File: config.mk
export PLATFORM = sky130hd
export DESIGN_NAME = heart_rate_measurement_packer
export DESIGN_NICKNAME = d
export VERILOG_FILES = /design/src/rtl/hrm_pkg.sv /design/src/rtl/hrm_dp.sv /design/src/rtl/hrm_ctrl.sv /design/src/rtl/heart_rate_measurement_packer.sv
export SDC_FILE = /design/constraint.sdc
export NUM_CORES = 1
export LEC_CHECK = 0
export BUFFER_PORTS_ARGS = -buffer_cell sky130_fd_sc_hd__buf_4
export CORE_ASPECT_RATIO = 1.1
export CORE_MARGIN = 2
export CORE_UTILIZATION = 27
export DETAILED_ROUTE_END_ITERATION = 16
export PLACE_DENSITY = 0.42
export SYNTH_ARGS = -nofsm -noshare
export SYNTH_HDL_FRONTEND = slang
export SYNTH_SLANG_ARGS = --single-unit
File: constraint.sdc
create_clock -name clk_i -period 18.65 [get_ports clk_i]
set_clock_uncertainty 0.2 [all_clocks]
set_input_delay 0.9325 -clock clk_i [delete_from_list [all_inputs] [get_ports clk_i]]
set_output_delay 0.9325 -clock clk_i [all_outputs]
set_load 0.02 [all_outputs]
File: src/rtl/hrm_pkg.sv
package hrm_pkg;

  localparam int unsigned BATCH_DEPTH_DEF = 9;

  // BPM divider geometry: numerator width equals the iteration count
  localparam int unsigned NUM_W     = 17;
  localparam int unsigned STEP_W    = 5;
  localparam int unsigned IBI_W     = 16;
  localparam int unsigned RR_W      = 16;
  localparam int unsigned BYTE_W    = 8;

  // (1024*ibi + 500) / 1000 == (128*ibi + 62) / 125; the divide by 125 is a
  // reciprocal multiply, exact for numerators below 2^23
  localparam int unsigned RR_NUM_W   = 23;
  localparam int unsigned RR_RECIP_W = 24;
  localparam int unsigned RR_PROD_W  = RR_NUM_W + RR_RECIP_W;
  localparam int unsigned RR_SHIFT   = 30;

  localparam logic [16:0]  MS_PER_MIN    = 17'd60000;
  localparam logic [22:0]  RR_ROUND_Q    = 23'd62;
  localparam logic [23:0]  RR_RECIP      = 24'd8589935;
  localparam logic [7:0]   BPM_MAX       = 8'd220;
  localparam logic [7:0]   BPM_MIN       = 8'd30;
  localparam logic [7:0]   FLAG_RR_PRESENT = 8'h10;
  localparam logic [7:0]   SENSOR_LOC    = 8'h05;
  localparam logic         MODE_LOW_LATENCY = 1'b0;
  localparam logic         PROFILE_MODE_RST = 1'b1;

  typedef enum logic [1:0] {
    REQ_BEAT      = 2'd0,
    REQ_FLUSH     = 2'd1,
    REQ_READ_MEAS = 2'd2,
    REQ_READ_LOC  = 2'd3
  } req_e;

  typedef enum logic [2:0] {
    SEL_FLAGS  = 3'd0,
    SEL_BPM    = 3'd1,
    SEL_ZERO   = 3'd2,
    SEL_LOC    = 3'd3,
    SEL_MEM_LO = 3'd4,
    SEL_MEM_HI = 3'd5,
    SEL_NEW_LO = 3'd6,
    SEL_NEW_HI = 3'd7
  } byte_sel_e;

  typedef struct packed {
    logic      capture;
    logic      div_start;
    logic      div_step;
    logic      bpm_update;
    logic      store_wr;
    logic      cnt_clear;
    logic      idx_clear;
    logic      idx_inc;
    logic      mem_rd;
    logic      out_load;
    byte_sel_e byte_sel;
    logic      out_last;
    logic      out_rd;
  } cmd_t;

  typedef struct packed {
    req_e req;
    logic ibi_zero;
    logic sub;
    logic mode;
    logic cnt_empty;
    logic full_next;
    logic div_last;
    logic idx_last;
    logic out_free;
  } status_t;

endpackage

File: src/rtl/hrm_dp.sv
module hrm_dp #(
  parameter int unsigned BATCH_DEPTH = hrm_pkg::BATCH_DEPTH_DEF
) (
  input  logic                         clk_i,
  input  logic                         rst_ni,
  input  hrm_pkg::cmd_t                cmd_i,
  output hrm_pkg::status_t             status_o,
  input  logic                         cfg_we_i,
  input  logic                         cfg_profile_mode_i,
  input  logic [1:0]                   req_type_i,
  input  logic [hrm_pkg::IBI_W-1:0]    ibi_ms_i,
  input  logic                         subscribed_i,
  input  logic                         out_stall_i,
  output logic                         out_valid_o,
  output logic [hrm_pkg::BYTE_W-1:0]   out_byte_o,
  output logic                         last_byte_o,
  output logic                         is_read_reply_o
);
  import hrm_pkg::*;

  localparam int unsigned CNT_W = $clog2(BATCH_DEPTH + 1);
  localparam int unsigned IDX_W = (BATCH_DEPTH > 1) ? $clog2(BATCH_DEPTH) : 1;

  req_e              req_q;
  logic [IBI_W-1:0]  ibi_q;
  logic              sub_q;
  logic              mode_q;

  logic [IBI_W-1:0]   rem_a_q, rem_a_d;
  logic [NUM_W-1:0]   quo_a_q;
  logic [STEP_W-1:0]  step_q;
  logic [IBI_W:0]     sh_a;
  logic               ge_a;

  logic [RR_NUM_W-1:0]  rr_num;
  logic [RR_PROD_W-1:0] rr_prod;
  logic [RR_W-1:0]      rr_d, rr_q;

  logic [BYTE_W-1:0]  last_bpm_q;
  logic [BYTE_W-1:0]  bpm_clamp;

  logic [CNT_W-1:0]   cnt_q;
  logic [IDX_W-1:0]   idx_q;
  logic [RR_W-1:0]    mem [BATCH_DEPTH];
  logic [RR_W-1:0]    rd_data_q;

  logic               out_valid_q;
  logic [BYTE_W-1:0]  out_byte_q, byte_d;
  logic               out_last_q, out_rd_q;

  // request capture and profile register
  always_ff @(posedge clk_i) begin
    if (cmd_i.capture) begin
      req_q <= req_e'(req_type_i);
      ibi_q <= ibi_ms_i;
      sub_q <= subscribed_i;
    end
  end

  always_ff @(posedge clk_i or negedge rst_ni) begin
    if (!rst_ni) begin
      mode_q <= PROFILE_MODE_RST;
    end else if (cfg_we_i) begin
      mode_q <= cfg_profile_mode_i;
    end
  end

  // restoring BPM divider, one quotient bit per cycle
  always_comb begin
    sh_a    = {rem_a_q, quo_a_q[NUM_W-1]};
    ge_a    = sh_a >= {1'b0, ibi_q};
    rem_a_d = ge_a ? IBI_W'(sh_a - {1'b0, ibi_q}) : sh_a[IBI_W-1:0];
  end

  // R-R in 1/1024 s: reciprocal multiply, saturated to 16 bits
  always_comb begin
    rr_num  = {ibi_q, 7'd0} + RR_ROUND_Q;
    rr_prod = {{RR_RECIP_W{1'b0}}, rr_num} * {{RR_NUM_W{1'b0}}, RR_RECIP};
    rr_d    = rr_prod[RR_PROD_W-1] ? {RR_W{1'b1}} : rr_prod[RR_SHIFT +: RR_W];
  end

  always_ff @(posedge clk_i) begin
    if (cmd_i.div_start) begin
      rem_a_q <= '0;
      quo_a_q <= NUM_W'(MS_PER_MIN + 17'(ibi_q >> 1));
      rr_q    <= rr_d;
      step_q  <= '0;
    end else if (cmd_i.div_step) begin
      rem_a_q <= rem_a_d;
      quo_a_q <= {quo_a_q[NUM_W-2:0], ge_a};
      step_q  <= step_q + 1'b1;
    end
  end

  always_comb begin
    if (quo_a_q > NUM_W'(BPM_MAX)) begin
      bpm_clamp = BPM_MAX;
    end else if (quo_a_q < NUM_W'(BPM_MIN)) begin
      bpm_clamp = BPM_MIN;
    end else begin
      bpm_clamp = quo_a_q[BYTE_W-1:0];
    end
  end

  always_ff @(posedge clk_i or negedge rst_ni) begin
    if (!rst_ni) begin
      last_bpm_q <= '0;
      cnt_q      <= '0;
      idx_q      <= '0;
    end else begin
      if (cmd_i.bpm_update) begin
        last_bpm_q <= bpm_clamp;
      end
      if (cmd_i.cnt_clear) begin
        cnt_q <= '0;
      end else if (cmd_i.store_wr) begin
        cnt_q <= cnt_q + 1'b1;
      end
      if (cmd_i.idx_clear) begin
        idx_q <= '0;
      end else if (cmd_i.idx_inc) begin
        idx_q <= idx_q + 1'b1;
      end
    end
  end

  // R-R store
  always_ff @(posedge clk_i) begin
    if (cmd_i.store_wr) begin
      mem[cnt_q[IDX_W-1:0]] <= rr_q;
    end
    if (cmd_i.mem_rd) begin
      rd_data_q <= mem[idx_q];
    end
  end

  always_comb begin
    unique case (cmd_i.byte_sel)
      SEL_FLAGS:  byte_d = FLAG_RR_PRESENT;
      SEL_BPM:    byte_d = last_bpm_q;
      SEL_ZERO:   byte_d = '0;
      SEL_LOC:    byte_d = SENSOR_LOC;
      SEL_MEM_LO: byte_d = rd_data_q[7:0];
      SEL_MEM_HI: byte_d = rd_data_q[15:8];
      SEL_NEW_LO: byte_d = rr_q[7:0];
      SEL_NEW_HI: byte_d = rr_q[15:8];
      default:    byte_d = '0;
    endcase
  end

  // output register; loaded only when empty or being drained
  always_ff @(posedge clk_i or negedge rst_ni) begin
    if (!rst_ni) begin
      out_valid_q <= 1'b0;
    end else if (cmd_i.out_load) begin
      out_valid_q <= 1'b1;
    end else if (!out_stall_i) begin
      out_valid_q <= 1'b0;
    end
  end

  always_ff @(posedge clk_i) begin
    if (cmd_i.out_load) begin
      out_byte_q <= byte_d;
      out_last_q <= cmd_i.out_last;
      out_rd_q   <= cmd_i.out_rd;
    end
  end

  assign out_valid_o     = out_valid_q;
  assign out_byte_o      = out_byte_q;
  assign last_byte_o     = out_last_q;
  assign is_read_reply_o = out_rd_q;

  always_comb begin
    status_o.req       = req_q;
    status_o.ibi_zero  = (ibi_q == '0);
    status_o.sub       = sub_q;
    status_o.mode      = mode_q;
    status_o.cnt_empty = (cnt_q == '0);
    status_o.full_next = ({1'b0, cnt_q} + 1'b1) >= (CNT_W + 1)'(BATCH_DEPTH);
    status_o.div_last  = (step_q == STEP_W'(NUM_W - 1));
    status_o.idx_last  = (CNT_W'(idx_q) + 1'b1) == cnt_q;
    status_o.out_free  = !out_valid_q || !out_stall_i;
  end

endmodule

File: src/rtl/hrm_ctrl.sv
module hrm_ctrl (
  input  logic             clk_i,
  input  logic             rst_ni,
  input  logic             in_valid_i,
  output logic             in_stall_o,
  input  hrm_pkg::status_t status_i,
  output hrm_pkg::cmd_t    cmd_o
);
  import hrm_pkg::*;

  typedef enum logic [3:0] {
    S_IDLE,
    S_DECODE,
    S_DIV,
    S_POST,
    S_N_FLAGS,
    S_N_BPM,
    S_N_ONE_LO,
    S_N_ONE_HI,
    S_N_RD,
    S_N_LO,
    S_N_HI,
    S_R_ZERO,
    S_R_BPM,
    S_R_LOC
  } state_e;

  state_e state_q, state_d;
  logic   single_q, single_d;

  always_ff @(posedge clk_i or negedge rst_ni) begin
    if (!rst_ni) begin
      state_q  <= S_IDLE;
      single_q <= 1'b0;
    end else begin
      state_q  <= state_d;
      single_q <= single_d;
    end
  end

  assign in_stall_o = (state_q != S_IDLE);

  always_comb begin
    state_d  = state_q;
    single_d = single_q;
    cmd_o    = '0;
    cmd_o.byte_sel = SEL_ZERO;

    unique case (state_q)
      S_IDLE: begin
        if (in_valid_i) begin
          cmd_o.capture = 1'b1;
          state_d       = S_DECODE;
        end
      end
      S_DECODE: begin
        unique case (status_i.req)
          REQ_BEAT: begin
            if (status_i.ibi_zero) begin
              state_d = S_IDLE;
            end else begin
              cmd_o.div_start = 1'b1;
              state_d         = S_DIV;
            end
          end
          REQ_FLUSH: begin
            if (status_i.cnt_empty || !status_i.sub) begin
              cmd_o.cnt_clear = 1'b1;
              state_d         = S_IDLE;
            end else begin
              single_d = 1'b0;
              state_d  = S_N_FLAGS;
            end
          end
          REQ_READ_MEAS: state_d = S_R_ZERO;
          REQ_READ_LOC:  state_d = S_R_LOC;
          default:       state_d = S_IDLE;
        endcase
      end
      S_DIV: begin
        cmd_o.div_step = 1'b1;
        if (status_i.div_last) begin
          state_d = S_POST;
        end
      end
      S_POST: begin
        cmd_o.bpm_update = 1'b1;
        if (!status_i.sub) begin
          state_d = S_IDLE;
        end else if (status_i.mode == MODE_LOW_LATENCY) begin
          single_d = 1'b1;
          state_d  = S_N_FLAGS;
        end else begin
          cmd_o.store_wr = 1'b1;
          single_d       = 1'b0;
          // the beat that fills the store sends the whole batch
          state_d        = status_i.full_next ? S_N_FLAGS : S_IDLE;
        end
      end
      S_N_FLAGS: begin
        cmd_o.byte_sel = SEL_FLAGS;
        if (status_i.out_free) begin
          cmd_o.out_load = 1'b1;
          state_d        = S_N_BPM;
        end
      end
      S_N_BPM: begin
        cmd_o.byte_sel = SEL_BPM;
        if (status_i.out_free) begin
          cmd_o.out_load  = 1'b1;
          cmd_o.idx_clear = 1'b1;
          state_d         = single_q ? S_N_ONE_LO : S_N_RD;
        end
      end
      S_N_ONE_LO: begin
        cmd_o.byte_sel = SEL_NEW_LO;
        if (status_i.out_free) begin
          cmd_o.out_load = 1'b1;
          state_d        = S_N_ONE_HI;
        end
      end
      S_N_ONE_HI: begin
        cmd_o.byte_sel = SEL_NEW_HI;
        cmd_o.out_last = 1'b1;
        if (status_i.out_free) begin
          cmd_o.out_load = 1'b1;
          state_d        = S_IDLE;
        end
      end
      S_N_RD: begin
        cmd_o.mem_rd = 1'b1;
        state_d      = S_N_LO;
      end
      S_N_LO: begin
        cmd_o.byte_sel = SEL_MEM_LO;
        if (status_i.out_free) begin
          cmd_o.out_load = 1'b1;
          state_d        = S_N_HI;
        end
      end
      S_N_HI: begin
        cmd_o.byte_sel = SEL_MEM_HI;
        cmd_o.out_last = status_i.idx_last;
        if (status_i.out_free) begin
          cmd_o.out_load = 1'b1;
          if (status_i.idx_last) begin
            cmd_o.cnt_clear = 1'b1;
            state_d         = S_IDLE;
          end else begin
            cmd_o.idx_inc = 1'b1;
            state_d       = S_N_RD;
          end
        end
      end
      S_R_ZERO: begin
        cmd_o.byte_sel = SEL_ZERO;
        cmd_o.out_rd   = 1'b1;
        if (status_i.out_free) begin
          cmd_o.out_load = 1'b1;
          state_d        = S_R_BPM;
        end
      end
      S_R_BPM: begin
        cmd_o.byte_sel = SEL_BPM;
        cmd_o.out_rd   = 1'b1;
        cmd_o.out_last = 1'b1;
        if (status_i.out_free) begin
          cmd_o.out_load = 1'b1;
          state_d        = S_IDLE;
        end
      end
      S_R_LOC: begin
        cmd_o.byte_sel = SEL_LOC;
        cmd_o.out_rd   = 1'b1;
        cmd_o.out_last = 1'b1;
        if (status_i.out_free) begin
          cmd_o.out_load = 1'b1;
          state_d        = S_IDLE;
        end
      end
      default: state_d = S_IDLE;
    endcase
  end

endmodule

File: src/rtl/heart_rate_measurement_packer.sv
// One request in flight at a time. Beat: accept, decode, bit-serial divide
// (one BPM quotient bit per cycle), BPM update; a low-latency notification then
// sends four bytes. Batch notification: 2 header bytes, then a store read and
// two bytes per stored R-R value. A measurement read sends two bytes, a
// location read one; a flush with nothing to send only clears the count.
// Reset: asynchronous, active low; clears control, count, last BPM, profile = batch.
module heart_rate_measurement_packer #(
  parameter int unsigned BATCH_DEPTH = hrm_pkg::BATCH_DEPTH_DEF
) (
  input  logic                       clk_i,
  input  logic                       rst_ni,
  input  logic                       cfg_valid_i,
  output logic                       cfg_ready_o,
  input  logic                       cfg_profile_mode_i,
  input  logic                       in_valid_i,
  output logic                       in_stall_o,
  input  logic [1:0]                 req_type_i,
  input  logic [hrm_pkg::IBI_W-1:0]  ibi_ms_i,
  input  logic                       subscribed_i,
  output logic                       out_valid_o,
  input  logic                       out_stall_i,
  output logic [hrm_pkg::BYTE_W-1:0] out_byte_o,
  output logic                       last_byte_o,
  output logic                       is_read_reply_o
);
  import hrm_pkg::*;

  cmd_t    cmd;
  status_t status;

  assign cfg_ready_o = 1'b1;

  hrm_ctrl u_ctrl (
    .clk_i      (clk_i),
    .rst_ni     (rst_ni),
    .in_valid_i (in_valid_i),
    .in_stall_o (in_stall_o),
    .status_i   (status),
    .cmd_o      (cmd)
  );

  hrm_dp #(
    .BATCH_DEPTH (BATCH_DEPTH)
  ) u_dp (
    .clk_i              (clk_i),
    .rst_ni             (rst_ni),
    .cmd_i              (cmd),
    .status_o           (status),
    .cfg_we_i           (cfg_valid_i && cfg_ready_o),
    .cfg_profile_mode_i (cfg_profile_mode_i),
    .req_type_i         (req_type_i),
    .ibi_ms_i           (ibi_ms_i),
    .subscribed_i       (subscribed_i),
    .out_stall_i        (out_stall_i),
    .out_valid_o        (out_valid_o),
    .out_byte_o         (out_byte_o),
    .last_byte_o        (last_byte_o),
    .is_read_reply_o    (is_read_reply_o)
  );

endmodule

==> results.sh <==
export IMPL_cts_buffers=31
export IMPL_cts_buffer_depth=3
export IMPL_postPlaceCellArea_mm2=0.0197
export IMPL_reg_to_reg_critical_path_startpoint="u_dp.ibi_q[10]"
export IMPL_cts_sink_count=266
export IMPL_post_synth_top_area_fraction=0.364
export IMPL_yosys_warnings=0
export IMPL_drc=0
export IMPL_std_cell_rows=100
export IMPL_final_min_clock_period_ns=7.54
export IMPL_post_cts_hold_buffer_count=0
export IMPL_detailed_route_wire_length_mm=46.9
export IMPL_postSynth_asyncResetShare=0.0865
export IMPL_syn_instance_count=1534
export IMPL_netlist_area_mm2=0.0183
export IMPL_ios=38
export IMPL_final_report_hold_violation_count=0
export IMPL_antenna_violating_nets_post_route=0
export IMPL_grt_first_pass_wirelength_mm=73.7
export IMPL_global_route_usage_total=0.136
export IMPL_synth_cell_types=88
export IMPL_seq_area_mm2=0.00766
export IMPL_firstDrtPassIters=7
export IMPL_timing_max_slew_rel_slack=0.235
export IMPL_root_buffer="clkbuf_16"
export IMPL_synthFlopType="edfxtp_1"
export IMPL_fin_setup_tns_ns=0
export IMPL_synthMostInstantiatedCell="inv_1"
export IMPL_finalSetupViolations=0
export IMPL_gp_routability_congestion=0.820
export IMPL_ys_seq_elements=266
export IMPL_antennaDiodeCount=0
export IMPL_synth_edf_count=222
export IMPL_rr_worst_depth=21
export IMPL_worstPathRequired_ns=18.78
export IMPL_grt_max_degree=37
export IMPL_crit_type="flop to flop"
export IMPL_wl_met1_mm=20.9
export IMPL_netlist_top_cell_by_area="edfxtp_1"
export IMPL_rsz0062_at_grt="no"
export IMPL_achievable_frequency_mhz=133
export IMPL_worstSetupStartpoint="u_dp.ibi_q[10]"
export IMPL_cts_htree_levels=1
export IMPL_seq_area_frac_synth=0.418
export IMPL_worstSetupStartpointType="flop"
export IMPL_cts_clk_slew_worst_paths_ns=0.06
export IMPL_synth_top_cells_by_area="edfxtp_1 36%, ha_1 15%, fa_1 12%"
export IMPL_port_buffers=36
export IMPL_cts_setup_buffers=0
export IMPL_filler_cell_count=6837
export IMPL_critical_path_capture_point_type="flop"
export IMPL_timing_reg2reg_setup_slack_ns=11.11
export IMPL_start_util=0.272
export IMPL_dr_top_layer="met4"
export IMPL_wl_per_cell_um=18.9
export IMPL_number_of_max_capacitance_violations_reported=0
export IMPL_post_synth_most_frequent_cells="240 x inv_1, 224 x ha_1, 222 x edfxtp_1"
export IMPL_worstReg2RegEnd="u_dp.rr_q[3]"
export IMPL_timing_critical_path_fanout_max=16
export IMPL_slew_violations=0
export IMPL_utilization=0.307
export IMPL_fp_dieArea_mm2=0.0700
export IMPL_num_vias=11500
export IMPL_viasPerCell=4.65
export IMPL_syn_area_per_cell_um2=11.9
export IMPL_outcome="finished, final reports clean"
export IMPL_floorplan_die_width_um=252
export IMPL_die_height_um=277
export IMPL_multiInputGateArea_mm2=0.00959
export IMPL_synthesized_netlist_net_count=1896
export IMPL_critical_path_end="u_dp.rr_q[3]"
export IMPL_dr_wl_met2_mm=23.3
export IMPL_final_nets=1945
export IMPL_detailroute_wirelength_met3_mm=1.74
export IMPL_cts_tree="done"
export IMPL_stdcell_area_mm2=0.0207
export IMPL_worstPathArrival_ns=7.67
export IMPL_worst_slew_pin_transition_ns=1.15
export IMPL_layout_drive_gt1_share=0.103
export IMPL_post_cts_resize_count=0
export IMPL_layout_area_overhead_vs_synth_pct=12.9
export IMPL_detailedRoute_firstIterationViolations=567
export IMPL_fin_crit_sh=0.404
export IMPL_vias_in_the_first_global_route=12400
export IMPL_core_area_mm2=0.0674
export IMPL_clock_latency_ns=0.57
export IMPL_dp_final_hpwl_mm=35.8
export IMPL_antenna_violations_before_repair=0
export IMPL_timing_hold_worst_class="input pin to asynchronous set/reset pin"
export IMPL_globalRoute_totalOverflow=0
-- stage by stage --
stage                     instances  setup slack, ns  hold WS (ns)
after floorplan                1534            12.02         0.239
after detailed placement       2417            11.10         0.261
after global routing           2475            10.60        0.0524
after global placement         2417            11.11         0.269
after CTS                      2475            11.06        0.0421
final                          2475            11.11        0.0482
-- cell usage in the layout (no fill, tap or decap), drive strengths merged, types with 10 or more instances in the layout --
cell type  instances
nor3              20
fa               113
mux2i             33
a31oi             11
o21ai             67
nand3             24
buf               58
a21o              11
a21oi             51
clkbuf            37
nand2            116
o211ai            11
inv              245
o21a              10
edfxtp           222
ha               224
nor2              64
xnor2             24
dfxtp             21
nand4             17
clkinv            15
mux4              32
xor2              20
dfrtp             22
-- critical path, stage by stage (launching register included) --
cell and delay (ns):
edfxtp_1 0.71, inv_1 0.26, ha_1 0.43, fa_1 0.55, inv_1 0.06, fa_1 0.56, inv_1 0.06, fa_1 0.51
fa_1 0.58, inv_1 0.07, fa_1 0.51, fa_1 0.56, inv_1 0.05, ha_1 0.34, a21oi_1 0.15, o21ai_0 0.10
o21ai_0 0.42, a31oi_4 0.19, o32ai_4 0.36, o31a_4 0.29, nand2b_1 0.07, mux2_2 0.27
-- cell type report --
class	instances	share of cell area
Multi-Input combinational cell	985	0.463
Sequential cell	266	0.371
Tap cell	867	0.0524
Inverter	241	0.0437
Clock buffer	37	0.0400
Timing Repair Buffer	58	0.0210
Clock inverter	21	0.00883
-- registers in the layout, summed over array words and instances, names as in the netlist --
name                  flops
u_dp.ibi_q               16
u_ctrl.state_q            4
u_dp.step_q               5
u_dp.rr_q                16
u_dp.sub_q                1
u_dp.is_read_reply_o      1
u_ctrl.single_q           1
u_dp.mem                144
u_dp.quo_a_q             17
u_dp.last_byte_o          1
u_dp.rd_data_q           16
u_dp.rem_a_q             16
u_dp.mode_q               1
u_dp.out_valid_o          1
u_dp.req_q                2
u_dp.idx_q                4
u_dp.last_bpm_q           8
u_dp.out_byte_o           8
u_dp.cnt_q                4
-- layer usage --
metal,GRT usage,vias to the layer above
li1,-,5492
met1,0.180,5785
met2,0.235,168
met3,0.0192,56
met4,0.0311,0
met5,0,-
-- logic make-up after synthesis --
family | synth area share
other cells | 0.000205
xor+xnor | 0.0210
flops | 0.418
compound gates | 0.0892
buf+inv | 0.0600
mux | 0.0586
fa+ha+maj | 0.277
simple gates | 0.0755
-- how the worst min path moves through the flow --
stage	from	endpoint	slack (ns)
after floorplan	u_dp.last_bpm_q[6]	u_dp.last_bpm_q[6]	0.24
after global placement	u_dp.last_bpm_q[7]	u_dp.last_bpm_q[7]	0.27
after detailed placement	u_dp.last_bpm_q[6]	u_dp.last_bpm_q[6]	0.26
after CTS	rst_ni	u_dp.idx_q[3]	0.04
after global routing	rst_ni	u_dp.idx_q[3]	0.05
final	rst_ni	u_dp.idx_q[3]	0.05
Power is not shown: default switching activity piles up to over one toggle a cycle in this logic, so the estimate is an artifact.
